## config.mk

```make
export PLATFORM = sky130hd
export DESIGN_NAME = semaphore_table_with_wait_queues_flat
export DESIGN_NICKNAME = d
export VERILOG_FILES = /design/src/rtl/semq_pkg.sv /design/src/rtl/semq_req_if.sv /design/src/rtl/semq_rsp_if.sv /design/src/rtl/semq_dir.sv /design/src/rtl/semaphore_table_with_wait_queues.sv /design/src/flat_wrapper.sv
export SDC_FILE = /design/constraint.sdc
export NUM_CORES = 2
export LEC_CHECK = 0
export BUFFER_PORTS_ARGS = -buffer_cell sky130_fd_sc_hd__clkbuf_2
export CORE_MARGIN = 2
export CORE_UTILIZATION = 50
export CTS_CLUSTER_DIAMETER = 30
export DETAILED_ROUTE_END_ITERATION = 6
export PLACE_DENSITY = 0.65
export SYNTH_ARGS = -nofsm -noshare
export SYNTH_HDL_FRONTEND = slang
export SYNTH_SLANG_ARGS = --single-unit
```

## constraint.sdc

```tcl
create_clock -name clk_i -period 18.8 [get_ports clk_i]
set_clock_uncertainty 0.05 [all_clocks]
set_input_delay 0 -clock clk_i [delete_from_list [all_inputs] [get_ports clk_i]]
set_output_delay 0 -clock clk_i [all_outputs]
set_load 0.01 [all_outputs]
```

## src/rtl/semq_pkg.sv

```systemverilog
// Shared types, constants and helper functions of the semaphore table.
`timescale 1ns / 1ps

package semq_pkg;

  // Table and queue sizes.
  localparam int NumSem     = 16;
  localparam int QueueDepth = 8;
  localparam int TaskBits   = 8;

  // Derived widths.
  localparam int SlotW  = (NumSem > 1) ? $clog2(NumSem) : 1;
  localparam int QPosW  = (QueueDepth > 1) ? $clog2(QueueDepth) : 1;
  localparam int QLenW  = $clog2(QueueDepth + 1);
  localparam int WAddrW = (NumSem * QueueDepth > 1) ? $clog2(NumSem * QueueDepth) : 1;

  // Fixed field widths.
  localparam int IdW     = 16;
  localparam int InitW   = 17;
  localparam int CallerW = 8;
  localparam int NextIdW = 17;
  localparam int CountW  = 18;

  localparam logic signed [CountW-1:0] CountMax = 18'sd65535;

  typedef enum logic [1:0] {
    ACT_CREATE = 2'd0,
    ACT_DOWN   = 2'd1,
    ACT_UP     = 2'd2,
    ACT_CLOSE  = 2'd3
  } action_e;

  typedef enum logic [1:0] {
    ST_OK      = 2'd0,
    ST_INVALID = 2'd1,
    ST_NOSPACE = 2'd2
  } status_e;

  typedef enum logic [2:0] {
    S_IDLE,
    S_LOOKUP,
    S_MODIFY,
    S_WAKE,
    S_FINISH
  } state_e;

  // Per-slot record kept in the record memory.
  typedef struct packed {
    logic signed [CountW-1:0] count;
    logic [QPosW-1:0]         head;
    logic [QLenW-1:0]         len;
  } rec_t;

  // Updates to the id directory.
  typedef struct packed {
    logic             alloc;
    logic [SlotW-1:0] alloc_slot;
    logic [IdW-1:0]   alloc_ident;
    logic             free_en;
    logic [SlotW-1:0] free_slot;
  } dir_wr_t;

  // Lookup answer of the id directory.
  typedef struct packed {
    logic             hit;
    logic [SlotW-1:0] hit_slot;
    logic             has_free;
    logic [SlotW-1:0] free_slot;
  } dir_rsp_t;

  // One result item.
  typedef struct packed {
    status_e              status;
    logic [IdW-1:0]       created_id;
    logic                 sleeps;
    logic                 wake_valid;
    logic [CallerW-1:0]   wake_task;
  } res_t;

  // Queue position that lies off entries after head, wrapped in the window.
  function automatic logic [QPosW-1:0] qpos(logic [QPosW-1:0] head, logic [QLenW-1:0] off);
    logic [QLenW+QPosW-1:0] sum;
    sum = (QLenW + QPosW)'(head) + (QLenW + QPosW)'(off);
    if (sum >= (QLenW + QPosW)'(QueueDepth)) begin
      sum = sum - (QLenW + QPosW)'(QueueDepth);
    end
    return QPosW'(sum);
  endfunction

  // Waiter memory address of a queue position within a slot's window.
  function automatic logic [WAddrW-1:0] waddr(logic [SlotW-1:0] slot, logic [QPosW-1:0] pos);
    return WAddrW'(slot) * WAddrW'(QueueDepth) + WAddrW'(pos);
  endfunction

endpackage

```

## src/rtl/semq_req_if.sv

```systemverilog
// Request channel: one action item toward the semaphore table.
`timescale 1ns / 1ps

interface semq_req_if;
  import semq_pkg::*;

  logic                     valid;
  logic                     ready;
  action_e                  action;
  logic [IdW-1:0]           target_id;
  logic signed [InitW-1:0]  initial_count;
  logic [CallerW-1:0]       caller_task;

  modport source (output valid, action, target_id, initial_count, caller_task, input ready);
  modport sink (input valid, action, target_id, initial_count, caller_task, output ready);
endinterface

```

## src/rtl/semq_rsp_if.sv

```systemverilog
// Response channel: one result item from the semaphore table.
`timescale 1ns / 1ps

interface semq_rsp_if;
  import semq_pkg::*;

  logic               valid;
  logic               ready;
  status_e            status;
  logic [IdW-1:0]     created_id;
  logic               caller_sleeps;
  logic               wake_valid;
  logic [CallerW-1:0] wake_task;

  modport source (output valid, status, created_id, caller_sleeps, wake_valid, wake_task,
                  input ready);
  modport sink (input valid, status, created_id, caller_sleeps, wake_valid, wake_task,
                output ready);
endinterface

```

## src/rtl/semq_dir.sv

```systemverilog
// Id directory: in-use flags and ids of all slots, with parallel id match.
`timescale 1ns / 1ps

module semq_dir (
  input  logic                      clk_i,
  input  logic                      rst_ni,
  input  logic [semq_pkg::IdW-1:0]  lookup_id_i,
  input  semq_pkg::dir_wr_t         wr_i,
  output semq_pkg::dir_rsp_t        rsp_o
);
  import semq_pkg::*;

  logic [NumSem-1:0] in_use_q, in_use_d;
  logic [IdW-1:0]    ident_q [NumSem];

  // Allocation sets a flag, closing clears it.
  always_comb begin
    in_use_d = in_use_q;
    if (wr_i.alloc) begin
      in_use_d[wr_i.alloc_slot] = 1'b1;
    end
    if (wr_i.free_en) begin
      in_use_d[wr_i.free_slot] = 1'b0;
    end
  end

  always_ff @(posedge clk_i or negedge rst_ni) begin
    if (!rst_ni) begin
      in_use_q <= '0;
    end else begin
      in_use_q <= in_use_d;
    end
  end

  always_ff @(posedge clk_i) begin
    if (wr_i.alloc) begin
      ident_q[wr_i.alloc_slot] <= wr_i.alloc_ident;
    end
  end

  // Ids in use are unique, so at most one slot matches and the OR encodes it.
  // The free search keeps the lowest free slot.
  always_comb begin
    rsp_o = '0;
    for (int i = 0; i < NumSem; i++) begin
      if (in_use_q[i] && ident_q[i] == lookup_id_i) begin
        rsp_o.hit      = 1'b1;
        rsp_o.hit_slot = rsp_o.hit_slot | SlotW'(i);
      end
    end
    for (int j = NumSem - 1; j >= 0; j--) begin
      if (!in_use_q[j]) begin
        rsp_o.has_free  = 1'b1;
        rsp_o.free_slot = SlotW'(j);
      end
    end
  end

endmodule

```

## src/rtl/semaphore_table_with_wait_queues.sv

```systemverilog
// Top level of the counting semaphore table with FIFO wait queues.
`timescale 1ns / 1ps

// The block serves one request item at a time and answers each with exactly
// one result item. A create or a request with an unknown id passes the lookup
// and finish states; down, close and an up without a waiter pass lookup,
// modify and finish, and an up that wakes a waiter also passes the wake state.
// Modify waits on the record memory read, and wake on the waiter memory read
// that depends on it. A finished result sits in an output register, so a
// stalled response side holds the block only when a second result is done
// before the first has been taken. Ids are matched in parallel against a
// flip-flop directory; counts and queue pointers live in a synchronous
// record memory and queued task ids in a waiter memory of one window per slot.
module semaphore_table_with_wait_queues (
  input  logic        clk_i,
  input  logic        rst_ni,
  semq_req_if.sink    req_i,
  semq_rsp_if.source  rsp_o
);
  import semq_pkg::*;

  state_e state_q, state_d;

  // Captured request item.
  action_e                 act_q;
  logic [IdW-1:0]          id_q;
  logic signed [InitW-1:0] init_q;
  logic [TaskBits-1:0]     task_q;
  logic [SlotW-1:0]        slot_q, slot_d;

  logic [NextIdW-1:0] next_id_q, next_id_d;
  res_t               pend_q, pend_d;
  res_t               out_q;
  logic               out_valid_q, out_valid_d;

  // Memories and their ports.
  rec_t                rec_mem [NumSem];
  logic [TaskBits-1:0] wait_mem [NumSem * QueueDepth];
  rec_t                rec_rd_q;
  logic [TaskBits-1:0] wait_rd_q;

  logic                rec_we, rec_re;
  logic [SlotW-1:0]    rec_waddr, rec_raddr;
  rec_t                rec_wdata;
  logic                wait_we, wait_re;
  logic [WAddrW-1:0]   wait_waddr, wait_raddr;

  dir_wr_t  dir_wr;
  dir_rsp_t dir_rsp;

  logic                     req_fire, out_free;
  logic                     create_ok;
  logic                     cnt_nonpos, up_nonpos, need_wake;
  logic signed [CountW-1:0] up_count;

  semq_dir u_dir (
    .clk_i       (clk_i),
    .rst_ni      (rst_ni),
    .lookup_id_i (id_q),
    .wr_i        (dir_wr),
    .rsp_o       (dir_rsp)
  );

  // Shared decisions.
  assign req_fire   = req_i.valid && req_i.ready;
  assign out_free   = !out_valid_q || rsp_o.ready;
  assign create_ok  = !init_q[InitW-1] && dir_rsp.has_free && !next_id_q[NextIdW-1];
  assign cnt_nonpos = rec_rd_q.count[CountW-1] || (rec_rd_q.count == '0);
  assign up_count   = (rec_rd_q.count < CountMax) ? rec_rd_q.count + CountW'(1)
                                                  : rec_rd_q.count;
  assign up_nonpos  = up_count[CountW-1] || (up_count == '0);
  assign need_wake  = (act_q == ACT_UP) && up_nonpos && (rec_rd_q.len != '0);

  // Next state.
  always_comb begin
    state_d = state_q;
    unique case (state_q)
      S_IDLE: begin
        if (req_fire) begin
          state_d = S_LOOKUP;
        end
      end
      S_LOOKUP: begin
        if (act_q != ACT_CREATE && dir_rsp.hit) begin
          state_d = S_MODIFY;
        end else begin
          state_d = S_FINISH;
        end
      end
      S_MODIFY: begin
        state_d = need_wake ? S_WAKE : S_FINISH;
      end
      S_WAKE: begin
        state_d = S_FINISH;
      end
      S_FINISH: begin
        if (out_free) begin
          state_d = S_IDLE;
        end
      end
      default: state_d = S_IDLE;
    endcase
  end

  // Memory accesses, directory updates and result assembly per state.
  always_comb begin
    rec_we      = 1'b0;
    rec_re      = 1'b0;
    rec_waddr   = slot_q;
    rec_raddr   = dir_rsp.hit_slot;
    rec_wdata   = rec_rd_q;
    wait_we     = 1'b0;
    wait_re     = 1'b0;
    wait_waddr  = waddr(slot_q, qpos(rec_rd_q.head, rec_rd_q.len));
    wait_raddr  = waddr(slot_q, rec_rd_q.head);
    dir_wr      = '0;
    slot_d      = slot_q;
    next_id_d   = next_id_q;
    pend_d      = pend_q;
    out_valid_d = out_valid_q;

    if (out_valid_q && rsp_o.ready) begin
      out_valid_d = 1'b0;
    end

    unique case (state_q)
      S_IDLE: ;
      S_LOOKUP: begin
        pend_d = '0;
        if (act_q == ACT_CREATE) begin
          if (init_q[InitW-1]) begin
            pend_d.status = ST_INVALID;
          end else if (!create_ok) begin
            pend_d.status = ST_NOSPACE;
          end else begin
            dir_wr.alloc       = 1'b1;
            dir_wr.alloc_slot  = dir_rsp.free_slot;
            dir_wr.alloc_ident = next_id_q[IdW-1:0];
            rec_we             = 1'b1;
            rec_waddr          = dir_rsp.free_slot;
            rec_wdata.count    = CountW'(init_q);
            rec_wdata.head     = '0;
            rec_wdata.len      = '0;
            pend_d.created_id  = next_id_q[IdW-1:0];
            next_id_d          = next_id_q + NextIdW'(1);
          end
        end else if (!dir_rsp.hit) begin
          pend_d.status = ST_INVALID;
        end else begin
          rec_re = 1'b1;
          slot_d = dir_rsp.hit_slot;
        end
      end
      S_MODIFY: begin
        case (act_q)
          ACT_DOWN: begin
            if (cnt_nonpos) begin
              if (rec_rd_q.len >= QLenW'(QueueDepth)) begin
                pend_d.status = ST_NOSPACE;
              end else begin
                wait_we         = 1'b1;
                rec_we          = 1'b1;
                rec_wdata.count = rec_rd_q.count - CountW'(1);
                rec_wdata.len   = rec_rd_q.len + QLenW'(1);
                pend_d.sleeps   = 1'b1;
              end
            end else begin
              rec_we          = 1'b1;
              rec_wdata.count = rec_rd_q.count - CountW'(1);
            end
          end
          ACT_UP: begin
            if (need_wake) begin
              wait_re = 1'b1;
            end else begin
              rec_we          = 1'b1;
              rec_wdata.count = up_count;
            end
          end
          ACT_CLOSE: begin
            if (rec_rd_q.len != '0) begin
              pend_d.status = ST_INVALID;
            end else begin
              dir_wr.free_en   = 1'b1;
              dir_wr.free_slot = slot_q;
            end
          end
          default: ;
        endcase
      end
      S_WAKE: begin
        rec_we            = 1'b1;
        rec_wdata.count   = up_count;
        rec_wdata.head    = qpos(rec_rd_q.head, QLenW'(1));
        rec_wdata.len     = rec_rd_q.len - QLenW'(1);
        pend_d.wake_valid = 1'b1;
        pend_d.wake_task  = CallerW'(wait_rd_q);
      end
      S_FINISH: begin
        if (out_free) begin
          out_valid_d = 1'b1;
        end
      end
      default: ;
    endcase
  end

  // Control registers.
  always_ff @(posedge clk_i or negedge rst_ni) begin
    if (!rst_ni) begin
      state_q     <= S_IDLE;
      next_id_q   <= '0;
      out_valid_q <= 1'b0;
    end else begin
      state_q     <= state_d;
      next_id_q   <= next_id_d;
      out_valid_q <= out_valid_d;
    end
  end

  // Payload registers.
  always_ff @(posedge clk_i) begin
    if (req_fire) begin
      act_q  <= req_i.action;
      id_q   <= req_i.target_id;
      init_q <= req_i.initial_count;
      task_q <= TaskBits'(req_i.caller_task);
    end
    slot_q <= slot_d;
    pend_q <= pend_d;
    if (state_q == S_FINISH && out_free) begin
      out_q <= pend_q;
    end
  end

  // Record memory: one write port, one registered read port.
  always_ff @(posedge clk_i) begin
    if (rec_we) begin
      rec_mem[rec_waddr] <= rec_wdata;
    end
    if (rec_re) begin
      rec_rd_q <= rec_mem[rec_raddr];
    end
  end

  // Waiter memory: one write port, one registered read port.
  always_ff @(posedge clk_i) begin
    if (wait_we) begin
      wait_mem[wait_waddr] <= task_q;
    end
    if (wait_re) begin
      wait_rd_q <= wait_mem[wait_raddr];
    end
  end

  // Channel outputs.
  assign req_i.ready         = (state_q == S_IDLE);
  assign rsp_o.valid         = out_valid_q;
  assign rsp_o.status        = out_q.status;
  assign rsp_o.created_id    = out_q.created_id;
  assign rsp_o.caller_sleeps = out_q.sleeps;
  assign rsp_o.wake_valid    = out_q.wake_valid;
  assign rsp_o.wake_task     = out_q.wake_task;

endmodule

```

## src/flat_wrapper.sv

```systemverilog
// flat-port wrapper written by rule: the top's interface ports become plain ports
module semaphore_table_with_wait_queues_flat import semq_pkg::*;
  (clk_i, rst_ni, req_i_valid, req_i_action, req_i_target_id, req_i_initial_count, req_i_caller_task, req_i_ready, rsp_o_valid, rsp_o_status, rsp_o_created_id, rsp_o_caller_sleeps, rsp_o_wake_valid, rsp_o_wake_task, rsp_o_ready);
  semq_req_if req_i_i ();
  semq_rsp_if rsp_o_i ();
  input  logic clk_i;
  input  logic rst_ni;
  input wire logic [$bits(req_i_i.valid)-1:0] req_i_valid;
  input wire logic [$bits(req_i_i.action)-1:0] req_i_action;
  input wire logic [$bits(req_i_i.target_id)-1:0] req_i_target_id;
  input wire logic [$bits(req_i_i.initial_count)-1:0] req_i_initial_count;
  input wire logic [$bits(req_i_i.caller_task)-1:0] req_i_caller_task;
  output wire logic [$bits(req_i_i.ready)-1:0] req_i_ready;
  output wire logic [$bits(rsp_o_i.valid)-1:0] rsp_o_valid;
  output wire logic [$bits(rsp_o_i.status)-1:0] rsp_o_status;
  output wire logic [$bits(rsp_o_i.created_id)-1:0] rsp_o_created_id;
  output wire logic [$bits(rsp_o_i.caller_sleeps)-1:0] rsp_o_caller_sleeps;
  output wire logic [$bits(rsp_o_i.wake_valid)-1:0] rsp_o_wake_valid;
  output wire logic [$bits(rsp_o_i.wake_task)-1:0] rsp_o_wake_task;
  input wire logic [$bits(rsp_o_i.ready)-1:0] rsp_o_ready;
  assign req_i_i.valid = req_i_valid;
  assign req_i_i.action = req_i_action;
  assign req_i_i.target_id = req_i_target_id;
  assign req_i_i.initial_count = req_i_initial_count;
  assign req_i_i.caller_task = req_i_caller_task;
  assign req_i_ready = req_i_i.ready;
  assign rsp_o_valid = rsp_o_i.valid;
  assign rsp_o_status = rsp_o_i.status;
  assign rsp_o_created_id = rsp_o_i.created_id;
  assign rsp_o_caller_sleeps = rsp_o_i.caller_sleeps;
  assign rsp_o_wake_valid = rsp_o_i.wake_valid;
  assign rsp_o_wake_task = rsp_o_i.wake_task;
  assign rsp_o_i.ready = rsp_o_ready;
  semaphore_table_with_wait_queues u_core (.clk_i(clk_i), .rst_ni(rst_ni), .req_i(req_i_i), .rsp_o(rsp_o_i));
endmodule
```

* Word level (Yosys, flattened, before mapping)
Memory sizes are Yosys's and may differ from the RTL's. A register that Yosys moved wholly into a read port is not among the register bits. Cells that the tools add are included. Widths: inputs -> output; s select.
Storage, ports and cells: bits of input ports 47, word-level logic and storage cells 235, output and inout bits 30, bits in writable memories 1680, register bits 140, memories 3
Cells by class: bitwise operators 6, mux-type cells 110, add/subtract/negate cells 11, magnitude comparators 8, equality and inequality tests 32, reduce and logical (&&, ||, !) cells 46
Memories:
- u_core.wait_mem | words 128, bits a word 8, rd ports 1, clocked after memory_dff 1, wr ports 1, RTL line semaphore_table_with_wait_queues.sv:38 | logic [TaskBits-1:0] wait_mem [NumSem * QueueDepth];
- u_core.rec_mem | words 16, bits a word 25, rd ports 1, clocked after memory_dff 1, wr ports 1, RTL line semaphore_table_with_wait_queues.sv:37 | rec_t rec_mem [NumSem];
- u_core.u_dir.ident_q | words 16, bits a word 16, rd ports 16, clocked after memory_dff 0, wr ports 1, RTL line semq_dir.sv:14 | logic [IdW-1:0] ident_q [NumSem];
Operators by type and width (number):
- $eq 16x16->1 | 16
- $mux 5 | 35
- $mux 21 | 4
- $mux 25 | 3
- $mux 18 | 4
- $pmux 18 s3 | 1
- $logic_not 18->1 | 2
- $pmux 18 s2 | 1
- $mux 16 | 2
- $mux 1 | 30
- $mux 4 | 7
- $logic_and 1x1->1 | 26
- $add 18x2->18 const B | 1
- $lt 18x17->1 const B | 1
- $mux 3 | 6
- $pmux 9 s2 | 1
- $sub 18x2->18 const B | 1
- $add 17x1->17 const B | 1
- $and 16x16->16 | 1
- $not 16->16 | 1
- $or 16x16->16 | 1
- $pmux 3 s5 | 1
- $add 7x3->7 | 2
- $mux 2 | 6
- 36 further kinds | 59

* Longest topological paths before layout
depth in word-level cells 30, gate-level depth with buffers 14

* Cells and area by module
Synthesis repeated with hierarchy kept, for this count alone.
Unflattened totals: cells, all modules 3797, area total of the unflattened synthesis 74823.0 um^2
Modules (own cells, without submodules):
- semaphore_table_with_wait_queues | seq. area each 47370.4 um^2, times used 1, cells each 3049, area each 63050.5 um^2
- semq_dir | seq. area each 8087.8 um^2, times used 1, cells each 748, area each 11772.5 um^2

* Worst setup path after synthesis
OpenSTA, ideal clock, no wires.
path type reg-to-reg, start point reg, netlist name u_core.rec_rd_q[8], end point mem u_core.rec_mem[10][0] in the netlist's numbering (enable), data required time 18.207 ns, arrival 6.165 ns, buffers on the path 0, setup slack 12.041 ns, cell stages (with the launch flop) 11, library setup time 0.543 ns, period minus slack after synthesis 6.759 ns, cells stage by stage edfxtp_1 ha_1 nand2_1 nor3_4 a21o_1 nor2_1 a21oi_2 nor4_4 nor2_4 o21bai_1 a2111oi_0
On the way: longest elaborated chain between the ends 11, elaborated cells on any way between the ends 15
RTL lines:
- $add 18x2->18 / $lt 18x17->1 (equally long branches) | RTL line semaphore_table_with_wait_queues.sv:69 | assign up_count = (rec_rd_q.count < CountMax) ? rec_rd_q.count + CountW'(1)
- $mux 18 | RTL line semaphore_table_with_wait_queues.sv:69
- $logic_not 18->1 | RTL line semaphore_table_with_wait_queues.sv:71 | assign up_nonpos = up_count[CountW-1] || (up_count == '0);
- $logic_or 1x1->1 | RTL line semaphore_table_with_wait_queues.sv:71
- $logic_and 1x1->1 (2 in a row) | RTL line semaphore_table_with_wait_queues.sv:72 | assign need_wake = (act_q == ACT_UP) && up_nonpos && (rec_rd_q.len != '0);
- $mux 1 | RTL line semaphore_table_with_wait_queues.sv:173 | if (need_wake) begin
- $pmux 1 s2 * | RTL line semaphore_table_with_wait_queues.sv:155 | case (act_q)
- $pmux 1 s3 * | RTL line semaphore_table_with_wait_queues.sv:126 | unique case (state_q)
- $mux 1 * | RTL line semaphore_table_with_wait_queues.sv:238 | if (rec_we) begin
- $mux 1 (implied by the code) * | RTL line semaphore_table_with_wait_queues.sv:239 | rec_mem[rec_waddr] <= rec_wdata;
- end: declaration | RTL line semaphore_table_with_wait_queues.sv:37
Every way passes the cells marked *; elsewhere a longest branch is shown, timed or not.

* Worst setup path in the final report
start point reg u_core.state_q[2], end point mem u_core.rec_mem[1][10] in the netlist's numbering (enable)
On the way: longest elaborated chain between the ends 4, elaborated cells on any way between the ends 7
RTL lines:
- start: declaration | RTL line semaphore_table_with_wait_queues.sv:22 | state_e state_q, state_d;
- start signal: assignment | RTL line semaphore_table_with_wait_queues.sv:215 | state_q <= state_d;
- $eq 3x2->1 / $eq 3x1->1 (equally long branches) | RTL line semaphore_table_with_wait_queues.sv:126
- $pmux 1 s3 | RTL line semaphore_table_with_wait_queues.sv:126
- $mux 1 | RTL line semaphore_table_with_wait_queues.sv:238
- $mux 1 (implied by the code) | RTL line semaphore_table_with_wait_queues.sv:239
Parallel ways exist; a longest one is shown, timed or not.

==> reports/summary.txt <==
Average wire per standard cell: 27.2 µm
Final #Nets: 4569
Via density: 5.89
Pwr Total: 11.6 mW
Met1 GRT Util: 33.4%
Worst EP required: 19300 ps
Yosys top cell area share: 72.2%
Placeable Area: 150000 µm²
Vias in the first global route: 40300
Post-Syn Area: 75500 µm²
Max_cap viols: 0
Max Slew Vio Count: 0
PwrDens: 126 nW/µm²
M2 GR Usage: 38.9%
Dpl ws: 13430 ps
Async SR Flop Fraction: 2.00%
Outcome: completed
Minimum clock period: 5410 ps
Final setup fails: 0
CP arrival: 5910 ps
Hold Crit Class: in2reg
Die Area: 154000 µm²
Max FO, Critical Path: 22
Layout cell share with drive strength beyond 1: 24.4%
Antenna viol nets, final: 0
Cell area after layout: 91700 µm²
Final period util: 28.8%
Maximum clock path buffer count: 4
Crit Path Category: reg2reg
Sequential area share after synthesis: 73.5%
Leak Pwr: 31.1 nW
Root Driver: clkbuf_16
IO Count: 77
Met3 Use GR: 5.05%
PnR worst setup slack: 13390 ps
Area grow syn2layout: 21.5%
GP Congestion: 0.930
Total grt overflow: 0
CP max stage delay: 980 ps
Die Y: 393 µm
Area leader, netlist: edfxtp_1
Synth warn: 0
Commonest non-fill, non-tap cell in the layout: edfxtp_1
Slowest-stage cell, CP: nor3_2
H-tree Lvls: 5
Yosys cell types: 84
FP Rows: 142
Die Wd: 393 µm
Final TNS setup: 0 ps
Placement Cell Area: 78400 µm²
Dominant synthesized flop cell: edfxtp_1
Via count: 40200
EDFF count, synth: 1816
Crit-path cells: nand2b_1, inv_1, nand2b_1, inv_1, nand2_1, a21oi_1, o311ai_4, nor3_2, buf_4
CTS Sinks: 1853
Slew headroom: 10.1%
Number of synthesized register bits: 1853
Detailed Place HPWL: 105000 µm
1st-iter DRT viols: 4176
Startpoint types: flop
RSZ-0062 raised after global routing: no
Residual DRC count: 0
Mapped Cells: 4078
Final WL: 185000 µm
Worst VDD drop: 106 µV
GRT Overall Usage: 24.2%
Antenna violations before repair: 4
Filler cells: 10600
Most frequent cells in the layout: edfxtp_1, clkbuf_16, mux2i_1
Largest cells by area after synthesis: edfxtp_1, mux4_2, mux2i_1
Post-CTS setup repair buffer count: 0
Max Freq: 185 MHz
Syn Area/Cell: 18.5 µm²
Crit. End Element: flop
Hold Fails Final Rpt: 0
CTS resizes: 0
Fin util: 61.2%
CTS tree: yes
First-pass GRT wire length: 272000 µm
Pre-antenna DRT Iters: 6
Worst Tran Pin Value: 1340 ps
Crit path max-delay family: simple AND/OR/NAND/NOR gates
WP buf/inv: 3
Syn_nets: 4137
Grt peak-use layer: met2
Clock buffer count from CTS: 370
PortBufs: 76
Clock transition at the registers of the reported paths: 50 ps
Worst-Skew Late Latency: 920 ps
Largest net degree at the start of global routing: 129
Initial core utilization: 50.3%
-- power by group --
part           leakage [nW]  switching (mW)  internal (mW)
clock                  5.98            2.12           4.31
combinational          8.34           0.330          0.113
sequential             16.8          0.0376           4.68
total                  31.1            2.48           9.11
-- cells by family (layout without fill, tap and decap cells) --
| kind of cell | after synthesis | after routing | share of synthesized area [%] |
|---|---|---|---|
| buffers and inverters | 250 | 973 | 1.55 |
| multiplexers | 671 | 671 | 13.9 |
| other | 0 | 1 | 0 |
| XOR/XNOR | 295 | 295 | 3.43 |
| AND/OR/NAND/NOR | 657 | 657 | 4.26 |
| flip-flops | 1853 | 1853 | 73.5 |
| adder cells (fa/ha/maj) | 12 | 12 | 0.209 |
| AO/OA/AOI/OAI | 340 | 340 | 3.19 |
-- cell usage after synthesis (5+ instances only) --
library cell / number
buf_2: 97
xnor2_1: 71
nand2b_1: 11
o22a_1: 13
o311ai_0: 5
clkbuf_1: 79
or2_2: 8
nand4_1: 30
or3_1: 5
o31ai_1: 10
nor2b_1: 6
and3_1: 15
buf_1: 18
mux4_2: 301
nand3_1: 36
buf_4: 27
a21oi_1: 46
nor2_1: 211
o22ai_1: 44
nor3_1: 61
nor4_1: 52
a31oi_1: 11
dfrtp_1: 37
a211oi_1: 11
a21o_1: 10
o21ai_1: 11
mux2i_1: 365
mux2_2: 5
edfxtp_1: 1816
and2_1: 42
xor2_1: 223
o21a_1: 8
o21ai_0: 52
inv_1: 27
o211ai_1: 12
ha_1: 11
nand2_1: 149
a22oi_1: 51
-- layout make-up --
cell class              count  area (µm²)  area share, %
clock inverters           256        2730           2.97
flip-flops and latches   1853       55500           60.5
repair buffers            282        2190           2.39
multi-input cells        1975       19100           20.8
well taps                2016        2520           2.75
diodes                      1        2.50        0.00273
inverters                  28         105          0.115
clock buffers             407        9660           10.5
-- sequential cells by signal (all words and copies together), names as in the netlist, 2 cells and up --
name                     cells
u_core.u_dir.in_use_q       16
u_core.next_id_q            17
u_core.slot_q                4
u_core.rec_mem             400
u_core.pend_q               28
u_core.u_dir.ident_q       256
u_core.state_q               3
u_core.rsp_o.status          2
u_core.init_q               17
u_core.rsp_o.wake_task       8
u_core.act_q                 2
u_core.rsp_o.created_id     16
u_core.id_q                 16
u_core.rec_rd_q             25
u_core.wait_mem           1024
u_core.task_q                8
u_core.wait_rd_q             8
-- final timing paths --
| check | from | endpoint | slack, ps | depth (start not counted) |
|---|---|---|---|---|
| max in group asynchronous | rst_ni | u_core.next_id_q[7] | 18330 | 4 |
| min in group asynchronous | rst_ni | u_core.next_id_q[13] | 150 | 4 |
| max reg2reg | u_core.state_q[2] | u_core.rec_mem[1][10] | 13390 | 9 |
| max | u_core.state_q[2] | u_core.rec_mem[1][10] | 13390 | 9 |
| min | req_i_valid | u_core.init_q[15] | 110 | 3 |
| min reg2reg | u_core.pend_q[16] | u_core.rsp_o.created_id[6] | 340 | 0 |
-- worst reg2reg max path, delay by kind of cell, from the launching register on --
kind	cells	cell delay, ps
DFF	1	650
buffers and inverters	3	1470
and+or+nand+nor	4	2060
AOI/OAI and AO/OA	2	850
-- through the flow --
| stage | instances | hold WS [ps] |
|---|---|---|
| finish | 6818 | 111 |
| global route | 6817 | 83.2 |
| CTS | 6817 | 2.52 |
| detailed placement | 6061 | 129 |
| global placement | 6061 | 127 |
| floorplan | 4078 | -346 |
-- routing by layer --
| metal | up-vias | routed length [µm] |
|---|---|---|
| met1 | 20800 | 76100 |
| met2 | 1765 | 90100 |
| met3 | 332 | 14400 |
| li1 | 17300 | - |
| met4 | 4 | 4510 |
| met5 | - | 27 |
-- timing repair --
action | in CTS | in global routing
hold endpoints to repair | 154 | 0
endpoints found under the setup margin | 0 | 0
hold buffers | 93 | 0
Note: power is estimated with default switching activity, not from simulation.
